[config.mk]
export PLATFORM = sky130hd
export DESIGN_NAME = tlsc_core_flat
export DESIGN_NICKNAME = d
export VERILOG_FILES = /design/src/tlsc_pkg.sv /design/src/tlsc_word_if.sv /design/src/tlsc_core.sv /design/src/flat_wrapper.sv
export SDC_FILE = /design/constraint.sdc
export NUM_CORES = 1
export LEC_CHECK = 0
export BUFFER_PORTS_ARGS = -buffer_cell sky130_fd_sc_hd__buf_2
export CAP_MARGIN = 20
export CORE_AREA = 3 3 197 199
export CTS_BUF_LIST = sky130_fd_sc_hd__clkbuf_4 sky130_fd_sc_hd__clkbuf_8
export CTS_CLUSTER_DIAMETER = 150
export DETAILED_ROUTE_END_ITERATION = 8
export DIE_AREA = 0 0 200 202
export PLACE_DENSITY = 0.75
export SYNTH_ARGS = -nofsm -noshare
export SYNTH_HDL_FRONTEND = slang
export SYNTH_SLANG_ARGS = --single-unit
export TNS_END_PERCENT = 1
[constraint.sdc]
create_clock -name clk -period 5.8 [get_ports clk]
set_input_delay 0.87 -clock clk [delete_from_list [all_inputs] [get_ports clk]]
set_output_delay 0.87 -clock clk [all_outputs]
set_load 0.005 [all_outputs]
[src/tlsc_pkg.sv]
package tlsc_pkg;

	typedef enum logic [5:0] {
		PH_HEADER  = 6'b000001,
		PH_TYPE    = 6'b000010,
		PH_LENGTH  = 6'b000100,
		PH_PAYLOAD = 6'b001000,
		PH_DONE    = 6'b010000,
		PH_FAILED  = 6'b100000
	} phase_t;

	localparam logic [2:0] FAULT_NONE    = 3'd0;
	localparam logic [2:0] FAULT_SHORT   = 3'd1;
	localparam logic [2:0] FAULT_TRUNC   = 3'd2;
	localparam logic [2:0] FAULT_ZERO    = 3'd3;
	localparam logic [2:0] FAULT_OVERRUN = 3'd4;
	localparam logic [2:0] FAULT_TAGS    = 3'd5;
	localparam logic [2:0] FAULT_TRAIL   = 3'd6;
	localparam logic [2:0] FAULT_LONG    = 3'd7;

	localparam logic        KIND_TAG     = 1'b0;
	localparam logic        KIND_VERDICT = 1'b1;

	localparam logic [19:0] MAX_TAGS       = 20'd1000000;
	localparam logic [24:0] MAX_FILE_BYTES = 25'd16777216;
	localparam logic [19:0] COUNT_MAX      = 20'hFFFFF;

	localparam logic [3:0]  HDR_MAGIC = 4'd0;
	localparam logic [3:0]  HDR_ORDER = 4'd1;
	localparam logic [3:0]  HDR_SIZE  = 4'd7;
	localparam logic [3:0]  HDR_LAST  = 4'd15;

	localparam logic [31:0] LE_MARK = 32'h10000000;
	localparam logic [31:0] END_TAG = 32'h0000FF00;

	localparam int QDEPTH = 4;
	localparam int QAW    = 2;

	typedef struct packed {
		logic        record_kind;
		logic        run_end;
		logic [19:0] tag_number;
		logic [31:0] tag_code;
		logic [24:0] tag_byte_offset;
		logic [24:0] payload_length;
		logic [4:0]  name_index;
		logic        file_ok;
		logic        is_big_endian;
		logic [31:0] magic_value;
		logic [31:0] size_field;
		logic [2:0]  fault_code;
	} rec_t;

	function automatic logic [31:0] swap32(input logic [31:0] v);
		return {v[7:0], v[15:8], v[23:16], v[31:24]};
	endfunction

	function automatic logic [4:0] name_of(input logic [31:0] t);
		logic [4:0] idx;
		case (t)
			32'h000A: idx = 5'd1;
			32'hF001: idx = 5'd2;
			32'hF002: idx = 5'd3;
			32'hF003: idx = 5'd4;
			32'hF004: idx = 5'd5;
			32'hF005: idx = 5'd6;
			32'hFF05: idx = 5'd7;
			32'hF007: idx = 5'd8;
			32'hF008: idx = 5'd9;
			32'hF009: idx = 5'd10;
			32'hF00A: idx = 5'd11;
			32'hF00B: idx = 5'd12;
			32'hF00C: idx = 5'd13;
			32'hF00D: idx = 5'd14;
			32'hF022: idx = 5'd15;
			32'hF024: idx = 5'd16;
			32'hF037: idx = 5'd17;
			32'hF103: idx = 5'd18;
			32'h0025: idx = 5'd19;
			32'h0027: idx = 5'd20;
			32'h002B: idx = 5'd21;
			32'h0001: idx = 5'd22;
			32'hF105: idx = 5'd23;
			32'h0004: idx = 5'd24;
			32'h0005: idx = 5'd25;
			32'h000C: idx = 5'd26;
			32'hFF00: idx = 5'd27;
			default:  idx = 5'd0;
		endcase
		return idx;
	endfunction

endpackage

[src/tlsc_word_if.sv]
interface tlsc_word_if;
	logic        valid;
	logic        ready;
	logic [31:0] file_word;
	logic        final_word;

	modport source (output valid, output file_word, output final_word, input ready);
	modport sink (input valid, input file_word, input final_word, output ready);
endinterface

[src/tlsc_core.sv]
module tlsc_core (
	input  logic           clk,
	input  logic           arst_n,
	tlsc_word_if.sink      words,
	input  logic           room,
	output logic           push0,
	output tlsc_pkg::rec_t data0,
	output logic           push1,
	output tlsc_pkg::rec_t data1
);

	// input stage
	logic        valid_s1;
	logic [31:0] word_s1;
	logic        last_s1;
	logic        fire;

	// file state
	tlsc_pkg::phase_t phase_q, phase_n;
	logic [3:0]  hdr_cnt_q, hdr_cnt_n;
	logic        little_q, little_n;
	logic [31:0] magic_q, magic_n;
	logic [31:0] size_q, size_n;
	logic [31:0] type_q, type_n;
	logic [22:0] wl_q, wl_n;
	logic [24:0] pos_q, pos_n;
	logic [24:0] off_q, off_n;
	logic [19:0] tags_q, tags_n;
	logic [2:0]  fault_q, fault_n;

	logic        finish;
	logic [31:0] fixed_w;
	logic [24:0] room_bytes;
	logic [22:0] wl_dec;
	logic [2:0]  code;
	tlsc_pkg::rec_t tag_rec;
	tlsc_pkg::rec_t verdict;

	assign fire        = valid_s1 && room;
	assign words.ready = !valid_s1 || room;

	always_ff @(posedge clk or negedge arst_n) begin
		if (!arst_n) begin
			valid_s1 <= 1'b0;
		end else if (words.valid && words.ready) begin
			valid_s1 <= 1'b1;
		end else if (fire) begin
			valid_s1 <= 1'b0;
		end
	end

	always_ff @(posedge clk) begin
		if (words.valid && words.ready) begin
			word_s1 <= words.file_word;
			last_s1 <= words.final_word;
		end
	end

	always_comb begin
		phase_n    = phase_q;
		hdr_cnt_n  = hdr_cnt_q;
		little_n   = little_q;
		magic_n    = magic_q;
		size_n     = size_q;
		type_n     = type_q;
		wl_n       = wl_q;
		pos_n      = pos_q;
		off_n      = off_q;
		tags_n     = tags_q;
		fault_n    = fault_q;
		finish     = 1'b0;
		fixed_w    = little_q ? tlsc_pkg::swap32(word_s1) : word_s1;
		room_bytes = '0;
		wl_dec     = wl_q - 23'd1;
		tag_rec    = '0;

		if (phase_q != tlsc_pkg::PH_FAILED) begin
			if (pos_q > tlsc_pkg::MAX_FILE_BYTES - 25'd4) begin
				fault_n = tlsc_pkg::FAULT_LONG;
				phase_n = tlsc_pkg::PH_FAILED;
			end else begin
				pos_n = pos_q + 25'd4;
				case (phase_q)
					tlsc_pkg::PH_HEADER: begin
						if (hdr_cnt_q == tlsc_pkg::HDR_MAGIC) magic_n = word_s1;
						if (hdr_cnt_q == tlsc_pkg::HDR_ORDER) little_n = (word_s1 == tlsc_pkg::LE_MARK);
						if (hdr_cnt_q == tlsc_pkg::HDR_SIZE) size_n = word_s1;
						if (hdr_cnt_q == tlsc_pkg::HDR_LAST) begin
							hdr_cnt_n = '0;
							phase_n   = tlsc_pkg::PH_TYPE;
						end else begin
							hdr_cnt_n = hdr_cnt_q + 4'd1;
						end
					end
					tlsc_pkg::PH_TYPE: begin
						off_n = pos_q;
						if (last_s1) begin
							fault_n = tlsc_pkg::FAULT_TRUNC;
							phase_n = tlsc_pkg::PH_FAILED;
						end else if (tags_q > tlsc_pkg::MAX_TAGS) begin
							fault_n = tlsc_pkg::FAULT_TAGS;
							phase_n = tlsc_pkg::PH_FAILED;
						end else begin
							type_n = fixed_w;
							if (fixed_w == '0) begin
								fault_n = tlsc_pkg::FAULT_ZERO;
								phase_n = tlsc_pkg::PH_FAILED;
							end else begin
								phase_n = tlsc_pkg::PH_LENGTH;
							end
						end
					end
					tlsc_pkg::PH_LENGTH: begin
						room_bytes = tlsc_pkg::MAX_FILE_BYTES - pos_n;
						if ((|fixed_w[31:23]) || ({fixed_w[22:0], 2'b00} > room_bytes)
							|| (last_s1 && fixed_w != '0)) begin
							fault_n = tlsc_pkg::FAULT_OVERRUN;
							phase_n = tlsc_pkg::PH_FAILED;
						end else begin
							wl_n = fixed_w[22:0];
							if (fixed_w == '0) begin
								finish = 1'b1;
							end else begin
								phase_n = tlsc_pkg::PH_PAYLOAD;
							end
						end
					end
					tlsc_pkg::PH_PAYLOAD: begin
						wl_n = wl_dec;
						if (wl_dec == '0) begin
							finish = 1'b1;
						end else if (last_s1) begin
							fault_n = tlsc_pkg::FAULT_OVERRUN;
							phase_n = tlsc_pkg::PH_FAILED;
						end
					end
					tlsc_pkg::PH_DONE: begin
						fault_n = tlsc_pkg::FAULT_TRAIL;
						phase_n = tlsc_pkg::PH_FAILED;
					end
					default: begin
						fault_n = tlsc_pkg::FAULT_TRUNC;
						phase_n = tlsc_pkg::PH_FAILED;
					end
				endcase
			end
		end

		if (finish) begin
			tag_rec.record_kind     = tlsc_pkg::KIND_TAG;
			tag_rec.run_end         = !last_s1;
			tag_rec.tag_number      = tags_q;
			tag_rec.tag_code        = type_q;
			tag_rec.tag_byte_offset = off_q;
			tag_rec.payload_length  = pos_n - off_q - 25'd8;
			tag_rec.name_index      = tlsc_pkg::name_of(type_q);
			if (tags_q < tlsc_pkg::COUNT_MAX) begin
				tags_n = tags_q + 20'd1;
			end
			phase_n = (type_q == tlsc_pkg::END_TAG) ? tlsc_pkg::PH_DONE : tlsc_pkg::PH_TYPE;
		end

		code = fault_n;
		if (fault_n == tlsc_pkg::FAULT_NONE) begin
			case (phase_n)
				tlsc_pkg::PH_HEADER:  code = tlsc_pkg::FAULT_SHORT;
				tlsc_pkg::PH_TYPE:    code = tlsc_pkg::FAULT_TRUNC;
				tlsc_pkg::PH_LENGTH:  code = tlsc_pkg::FAULT_OVERRUN;
				tlsc_pkg::PH_PAYLOAD: code = tlsc_pkg::FAULT_OVERRUN;
				default:              code = tlsc_pkg::FAULT_NONE;
			endcase
		end

		verdict               = '0;
		verdict.record_kind   = tlsc_pkg::KIND_VERDICT;
		verdict.run_end       = 1'b1;
		verdict.tag_number    = tags_n;
		verdict.file_ok       = (code == tlsc_pkg::FAULT_NONE);
		verdict.is_big_endian = !little_n;
		verdict.magic_value   = little_n ? tlsc_pkg::swap32(magic_n) : magic_n;
		verdict.size_field    = little_n ? tlsc_pkg::swap32(size_n) : size_n;
		verdict.fault_code    = code;
	end

	assign push0 = fire && (finish || last_s1);
	assign data0 = finish ? tag_rec : verdict;
	assign push1 = fire && finish && last_s1;
	assign data1 = verdict;

	always_ff @(posedge clk or negedge arst_n) begin
		if (!arst_n) begin
			phase_q   <= tlsc_pkg::PH_HEADER;
			hdr_cnt_q <= '0;
			little_q  <= 1'b0;
			magic_q   <= '0;
			size_q    <= '0;
			type_q    <= '0;
			wl_q      <= '0;
			pos_q     <= '0;
			off_q     <= '0;
			tags_q    <= '0;
			fault_q   <= tlsc_pkg::FAULT_NONE;
		end else if (fire) begin
			if (last_s1) begin
				phase_q   <= tlsc_pkg::PH_HEADER;
				hdr_cnt_q <= '0;
				little_q  <= 1'b0;
				magic_q   <= '0;
				size_q    <= '0;
				type_q    <= '0;
				wl_q      <= '0;
				pos_q     <= '0;
				off_q     <= '0;
				tags_q    <= '0;
				fault_q   <= tlsc_pkg::FAULT_NONE;
			end else begin
				phase_q   <= phase_n;
				hdr_cnt_q <= hdr_cnt_n;
				little_q  <= little_n;
				magic_q   <= magic_n;
				size_q    <= size_n;
				type_q    <= type_n;
				wl_q      <= wl_n;
				pos_q     <= pos_n;
				off_q     <= off_n;
				tags_q    <= tags_n;
				fault_q   <= fault_n;
			end
		end
	end

endmodule
[src/flat_wrapper.sv]
// flat-port wrapper written by rule: the top's interface ports become plain ports
module tlsc_core_flat 
  (clk, arst_n, room, push0, data0, push1, data1, words_valid, words_file_word, words_final_word, words_ready);
  tlsc_word_if words_i ();
  input  logic clk;
  input  logic arst_n;
  input  logic room;
  output logic push0;
  output tlsc_pkg::rec_t data0;
  output logic push1;
  output tlsc_pkg::rec_t data1;
  input wire logic [$bits(words_i.valid)-1:0] words_valid;
  input wire logic [$bits(words_i.file_word)-1:0] words_file_word;
  input wire logic [$bits(words_i.final_word)-1:0] words_final_word;
  output wire logic [$bits(words_i.ready)-1:0] words_ready;
  assign words_i.valid = words_valid;
  assign words_i.file_word = words_file_word;
  assign words_i.final_word = words_final_word;
  assign words_ready = words_i.ready;
  tlsc_core u_core (.clk(clk), .arst_n(arst_n), .words(words_i), .room(room), .push0(push0), .data0(data0), .push1(push1), .data1(data1));
endmodule
==> impl_results.html <==
<table>
<tr><th>Metric</th><th>Value</th></tr>
<tr><th colspan="2">STA</th></tr>
<tr><td>Worst rel slew slack</td><td>0.2833</td></tr>
<tr><td>Total Negative Setup Slacks</td><td>-73.37 ns</td></tr>
<tr><td>Final-report hold violation count</td><td>0</td></tr>
<tr><td>Final count of negative-setup-slack endpoints</td><td>183</td></tr>
<tr><td>Setup skew after layout</td><td>0.01997 ns</td></tr>
<tr><td>Minimum period implied by the final worst setup slack</td><td>6.554 ns</td></tr>
<tr><td>Actual transition at the worst max-transition pin</td><td>1.075 ns</td></tr>
<tr><td>Final Max Tran Viols</td><td>0</td></tr>
<tr><td>Fraction of the cycle the final worst path needs</td><td>1.130</td></tr>
<tr><td>Final WS setup</td><td>-0.7541 ns</td></tr>
<tr><td>RSZ-0062 raised after global routing</td><td>yes</td></tr>
<tr><td>Highest Clock Rate</td><td>152.6 MHz</td></tr>
<tr><th colspan="2">Setup path</th></tr>
<tr><td>Delay-heaviest family, CP</td><td>simple AND/OR/NAND/NOR gates</td></tr>
<tr><td>Cell occurring most often along the worst timing path</td><td>sky130_fd_sc_hd__buf_4</td></tr>
<tr><td>Worst Path Class, Setup</td><td>register to output port</td></tr>
<tr><td>Crit Path Max Fanout</td><td>4</td></tr>
<tr><td>WP data required</td><td>4.93 ns</td></tr>
<tr><td>Buffers &amp; Inverters on Critical Path</td><td>7</td></tr>
<tr><td>Worst path arrival time</td><td>5.68 ns</td></tr>
<tr><td>Crit path capture type</td><td>output port</td></tr>
<tr><td>Highest cell delay on the worst timing path</td><td>0.43 ns</td></tr>
<tr><td>Setup crit start kind</td><td>register</td></tr>
<tr><td>Critical-path top delay cell</td><td>sky130_fd_sc_hd__dfrtp_1</td></tr>
<tr><th colspan="2">Synthesis</th></tr>
<tr><td>Synthesized area per cell</td><td>8.449 sq um</td></tr>
<tr><td>Share of the synthesized area in the top cell type</td><td>0.2710</td></tr>
<tr><td>Largest cells by area after synthesis</td><td>sky130_fd_sc_hd__dfrtp_1 27%, sky130_fd_sc_hd__mux2i_1 9.3%, sky130_fd_sc_hd__edfxtp_1 5.4%</td></tr>
<tr><td>Number of enable-type register cells in the synthesized netlist</td><td>33</td></tr>
<tr><td>Seq/Total Area, Yosys</td><td>0.3261</td></tr>
<tr><td>Gate count after technology mapping</td><td>2186</td></tr>
<tr><td>Cell taking the most area after synthesis</td><td>sky130_fd_sc_hd__dfrtp_1</td></tr>
<tr><td>YS warnings</td><td>0</td></tr>
<tr><td>Top FF cell, synth</td><td>sky130_fd_sc_hd__dfrtp_1</td></tr>
<tr><td>Unique cell type count in the Yosys netlist</td><td>84</td></tr>
<tr><td>Mapped Area</td><td>18470 sq um</td></tr>
<tr><td>Number of synthesized register bits</td><td>234</td></tr>
<tr><td>Share of synthesized flip-flops with an asynchronous set or reset</td><td>0.8590</td></tr>
<tr><th colspan="2">Clocking</th></tr>
<tr><td>Clock-pin transition on the worst setup and hold timing paths</td><td>0.06 ns</td></tr>
<tr><td>Number of H-tree branching levels</td><td>2</td></tr>
<tr><td>Num CTS Buffers</td><td>41</td></tr>
<tr><td>Maximum clock path buffer count</td><td>3</td></tr>
<tr><td>CTS root buffer</td><td>sky130_fd_sc_hd__clkbuf_8</td></tr>
<tr><td>CTS sink count</td><td>234</td></tr>
<tr><td>Clock insertion delay at the later pin of the skew report</td><td>0.57 ns</td></tr>
<tr><td>CTS tree</td><td>built</td></tr>
<tr><th colspan="2">Routing</th></tr>
<tr><td>Vias/cell</td><td>5.679</td></tr>
<tr><td>DRT antenna net count</td><td>0</td></tr>
<tr><td>Number of optimization iterations in the first detailed-route pass</td><td>6</td></tr>
<tr><td>Per-cell routed wire length</td><td>18.84 microns</td></tr>
<tr><td>DRC violations left</td><td>0</td></tr>
<tr><td>Number of DRC markers after the initial detailed-route iteration</td><td>1561</td></tr>
<tr><td>Total wirelength of the detailed-routed design</td><td>57.90 mm</td></tr>
<tr><td>Via Count</td><td>17450</td></tr>
<tr><th colspan="2">Job</th></tr>
<tr><td>Max_cap viols</td><td>0</td></tr>
<tr><th colspan="2">Placement</th></tr>
<tr><td>Detailed Place HPWL</td><td>41.77 mm</td></tr>
<tr><td>Count of input and output buffers</td><td>305</td></tr>
<tr><td>Gp weighted congestion</td><td>0.9491</td></tr>
<tr><td>Placed cell count</td><td>2971</td></tr>
<tr><th colspan="2">Run status</th></tr>
<tr><td>Failing checks</td><td>setup timing</td></tr>
<tr><td>Status</td><td>finished with violations</td></tr>
<tr><th colspan="2">Die</th></tr>
<tr><td>Horiz. Die Dim</td><td>200 microns</td></tr>
<tr><td>Die area</td><td>40400 sq um</td></tr>
<tr><td>Number of placement rows</td><td>71</td></tr>
<tr><td>Boundary Pins</td><td>396</td></tr>
<tr><td>Effective utilization at floorplan</td><td>0.4938</td></tr>
<tr><td>Core outline area</td><td>37400 sq um</td></tr>
<tr><td>Die Span Y</td><td>202 microns</td></tr>
<tr><th colspan="2">Power</th></tr>
<tr><td>Psw</td><td>2.216 mW</td></tr>
<tr><td>Sequential power share</td><td>0.340</td></tr>
<tr><td>P_int</td><td>4.020 mW</td></tr>
<tr><td>Clock group share of total power</td><td>0.279</td></tr>
<tr><td>Switching part of the total power</td><td>0.3554</td></tr>
<tr><td>Tot Pwr</td><td>6.236 mW</td></tr>
<tr><td>Combinational fraction of design power</td><td>0.381</td></tr>
<tr><td>Cell area power density</td><td>280.5 nW/um^2</td></tr>
<tr><td>Leakage power summed over all cells</td><td>11.09 nW</td></tr>
<tr><td>Max rail drop VDD</td><td>0.0001705 V</td></tr>
<tr><th colspan="2">Cells and area</th></tr>
<tr><td>Net total in the final layout</td><td>2643</td></tr>
<tr><td>Most frequent standard cell in the layout excluding fill and tap cells</td><td>sky130_fd_sc_hd__buf_2</td></tr>
<tr><td>Utilization after layout</td><td>0.5944</td></tr>
<tr><td>Layout area overhead</td><td>20.36%</td></tr>
<tr><td>Most used cells in the layout excluding fill and tap cells</td><td>303 x sky130_fd_sc_hd__buf_2, 214 x sky130_fd_sc_hd__nand2_1, 197 x sky130_fd_sc_hd__dfrtp_1</td></tr>
<tr><td>Final Instance Count excl. Fillers</td><td>3073</td></tr>
<tr><td>Share of post-route cells with drive strength above 1</td><td>0.2539</td></tr>
<tr><th colspan="2">GRT</th></tr>
<tr><td>Maximum number of pins on one net before global-route repair</td><td>98</td></tr>
<tr><td>Leftover overflow at the end of global routing</td><td>0</td></tr>
<tr><td>Total global-route track usage</td><td>0.2737</td></tr>
<tr><td>Initial antenna violation count</td><td>3</td></tr>
<tr><td>Number of global-route vias before repair</td><td>16320</td></tr>
<tr><td>Global-route wire length before repair</td><td>89.93 mm</td></tr>
<tr><th colspan="2">Worst hold path</th></tr>
<tr><td>Hold Path Class</td><td>input pin to asynchronous set/reset pin</td></tr>
</table>
[cell families (layout without fill, tap and decap cells)]
kind of cell             Yosys count  after routing  share of synthesized area
other                              2             94                  0.0004066
XOR/XNOR                         104            104                    0.04932
AO/OA/AOI/OAI                    479            479                     0.1688
adder cells (fa/ha/maj)           77             77                    0.05257
AND/OR/NAND/NOR                  748            748                     0.2055
flip-flops                       234            234                     0.3261
multiplexers                     182            182                    0.09938
buffers and inverters            360            644                    0.09789
[power groups by stage]
stage	sequential, mW	combinational [mW]	clock [mW]
after CTS	2.10	2.31	1.76
after detailed placement	2.13	2.26	0
after global placement	2.12	2.22	0
final	2.12	2.38	1.74
after floorplan	2.04	1.49	0
after global routing	2.14	2.62	1.85
[synth_stat cells, types with 13 or more instances]
cell type                    n
sky130_fd_sc_hd__nor4_1     28
sky130_fd_sc_hd__xor2_1     42
sky130_fd_sc_hd__ha_1       76
sky130_fd_sc_hd__nand2b_1   16
sky130_fd_sc_hd__nand4_1    30
sky130_fd_sc_hd__a31oi_1    13
sky130_fd_sc_hd__nor2_1    151
sky130_fd_sc_hd__clkbuf_1  143
sky130_fd_sc_hd__a22oi_1    36
sky130_fd_sc_hd__dfrtp_1   200
sky130_fd_sc_hd__inv_1      83
sky130_fd_sc_hd__nor2b_1    13
sky130_fd_sc_hd__buf_4     101
sky130_fd_sc_hd__a22o_1     59
sky130_fd_sc_hd__o31ai_1    37
sky130_fd_sc_hd__a21oi_1    84
sky130_fd_sc_hd__and3_1     15
sky130_fd_sc_hd__and2_1    138
sky130_fd_sc_hd__xnor2_1    62
sky130_fd_sc_hd__nand3_1    43
sky130_fd_sc_hd__edfxtp_1   33
sky130_fd_sc_hd__o21ai_0   160
sky130_fd_sc_hd__nor3_1     41
sky130_fd_sc_hd__buf_2      13
sky130_fd_sc_hd__mux2i_1   171
sky130_fd_sc_hd__nand2_1   216
[worst register-to-register path: cells and delay by family (launching register included)]
family                   cells  cell delay [ns]
multiplexers                 1             0.12
buffers and inverters        8             1.29
AND/OR/NAND/NOR              9             1.29
AO/OA/AOI/OAI                8             1.53
XOR/XNOR                     1             0.15
flip-flops                   1             0.43
adder cells (fa/ha/maj)      1             0.32
[worst paths after layout]
kind                            slack [ns]                  to               start  cells past startpoint
worst max-delay path                 -0.75            data0[0]     u_core.pos_q[3]                     27
worst min-delay path                  0.38   u_core.tags_q[19]              arst_n                      1
worst max register to register        0.55   u_core.tags_q[10]     u_core.pos_q[3]                     28
worst min register to register        0.50  u_core.magic_q[15]  u_core.magic_q[15]                      1
max in group asynchronous             3.93     u_core.pos_q[6]              arst_n                      2
min in group clk                      0.48   u_core.word_s1[5]  words_file_word[5]                      1
[flip-flops by register name, summed over array words and instances (netlist names)]
name              count
u_core.type_q        32
u_core.off_q         24
u_core.tags_q        20
u_core.valid_s1       1
u_core.fault_q        3
u_core.word_s1       32
u_core.size_q        32
u_core.magic_q       32
u_core.little_q       1
u_core.pos_q         23
u_core.hdr_cnt_q      4
u_core.last_s1        1
u_core.phase_q        6
u_core.wl_q          23
[stage by stage]
step,cell area [sq um],hold WS (ns),setup WS [ns]
finish,22230,0.3771,-0.7541
global route,22230,0.4578,-1.075
CTS,21930,0.4432,-0.6617
detailed placement,20750,0.4911,-0.3754
global placement,20750,0.4851,-0.1353
floorplan,18840,0.4627,-0.1004
[routing by layer]
layer,global-route usage,wire (microns),up-vias
met4,0.08250,1758,2
met5,0,7,-
met1,0.3869,24930,8340
met2,0.4368,26850,771
li1,-,-,8203
met3,0.03867,4356,136
[layout make-up]
class / count / area (sq um)
Clock inverter: 14 / 162.7
Inverter: 84 / 315.3
Fill cell: 3266 / 15170
Multi-Input combinational cell: 1682 / 11290
Clock buffer: 60 / 775.7
Antenna cell: 2 / 5.005
Tap cell: 511 / 639.4
Timing Repair Buffer: 486 / 3017
Sequential cell: 234 / 6026
[timing repair]
item | in CTS | in global routing
pin swaps | 22 | 24
hold buffers | 0 | 0
endpoints found under the setup margin | 183 | 183
setup buffers | 8 | 17
gates cloned | 0 | 0
endpoints found under the hold margin | 0 | 0
resized for setup | 48 | 30
Power figures use the tool's default switching activity.
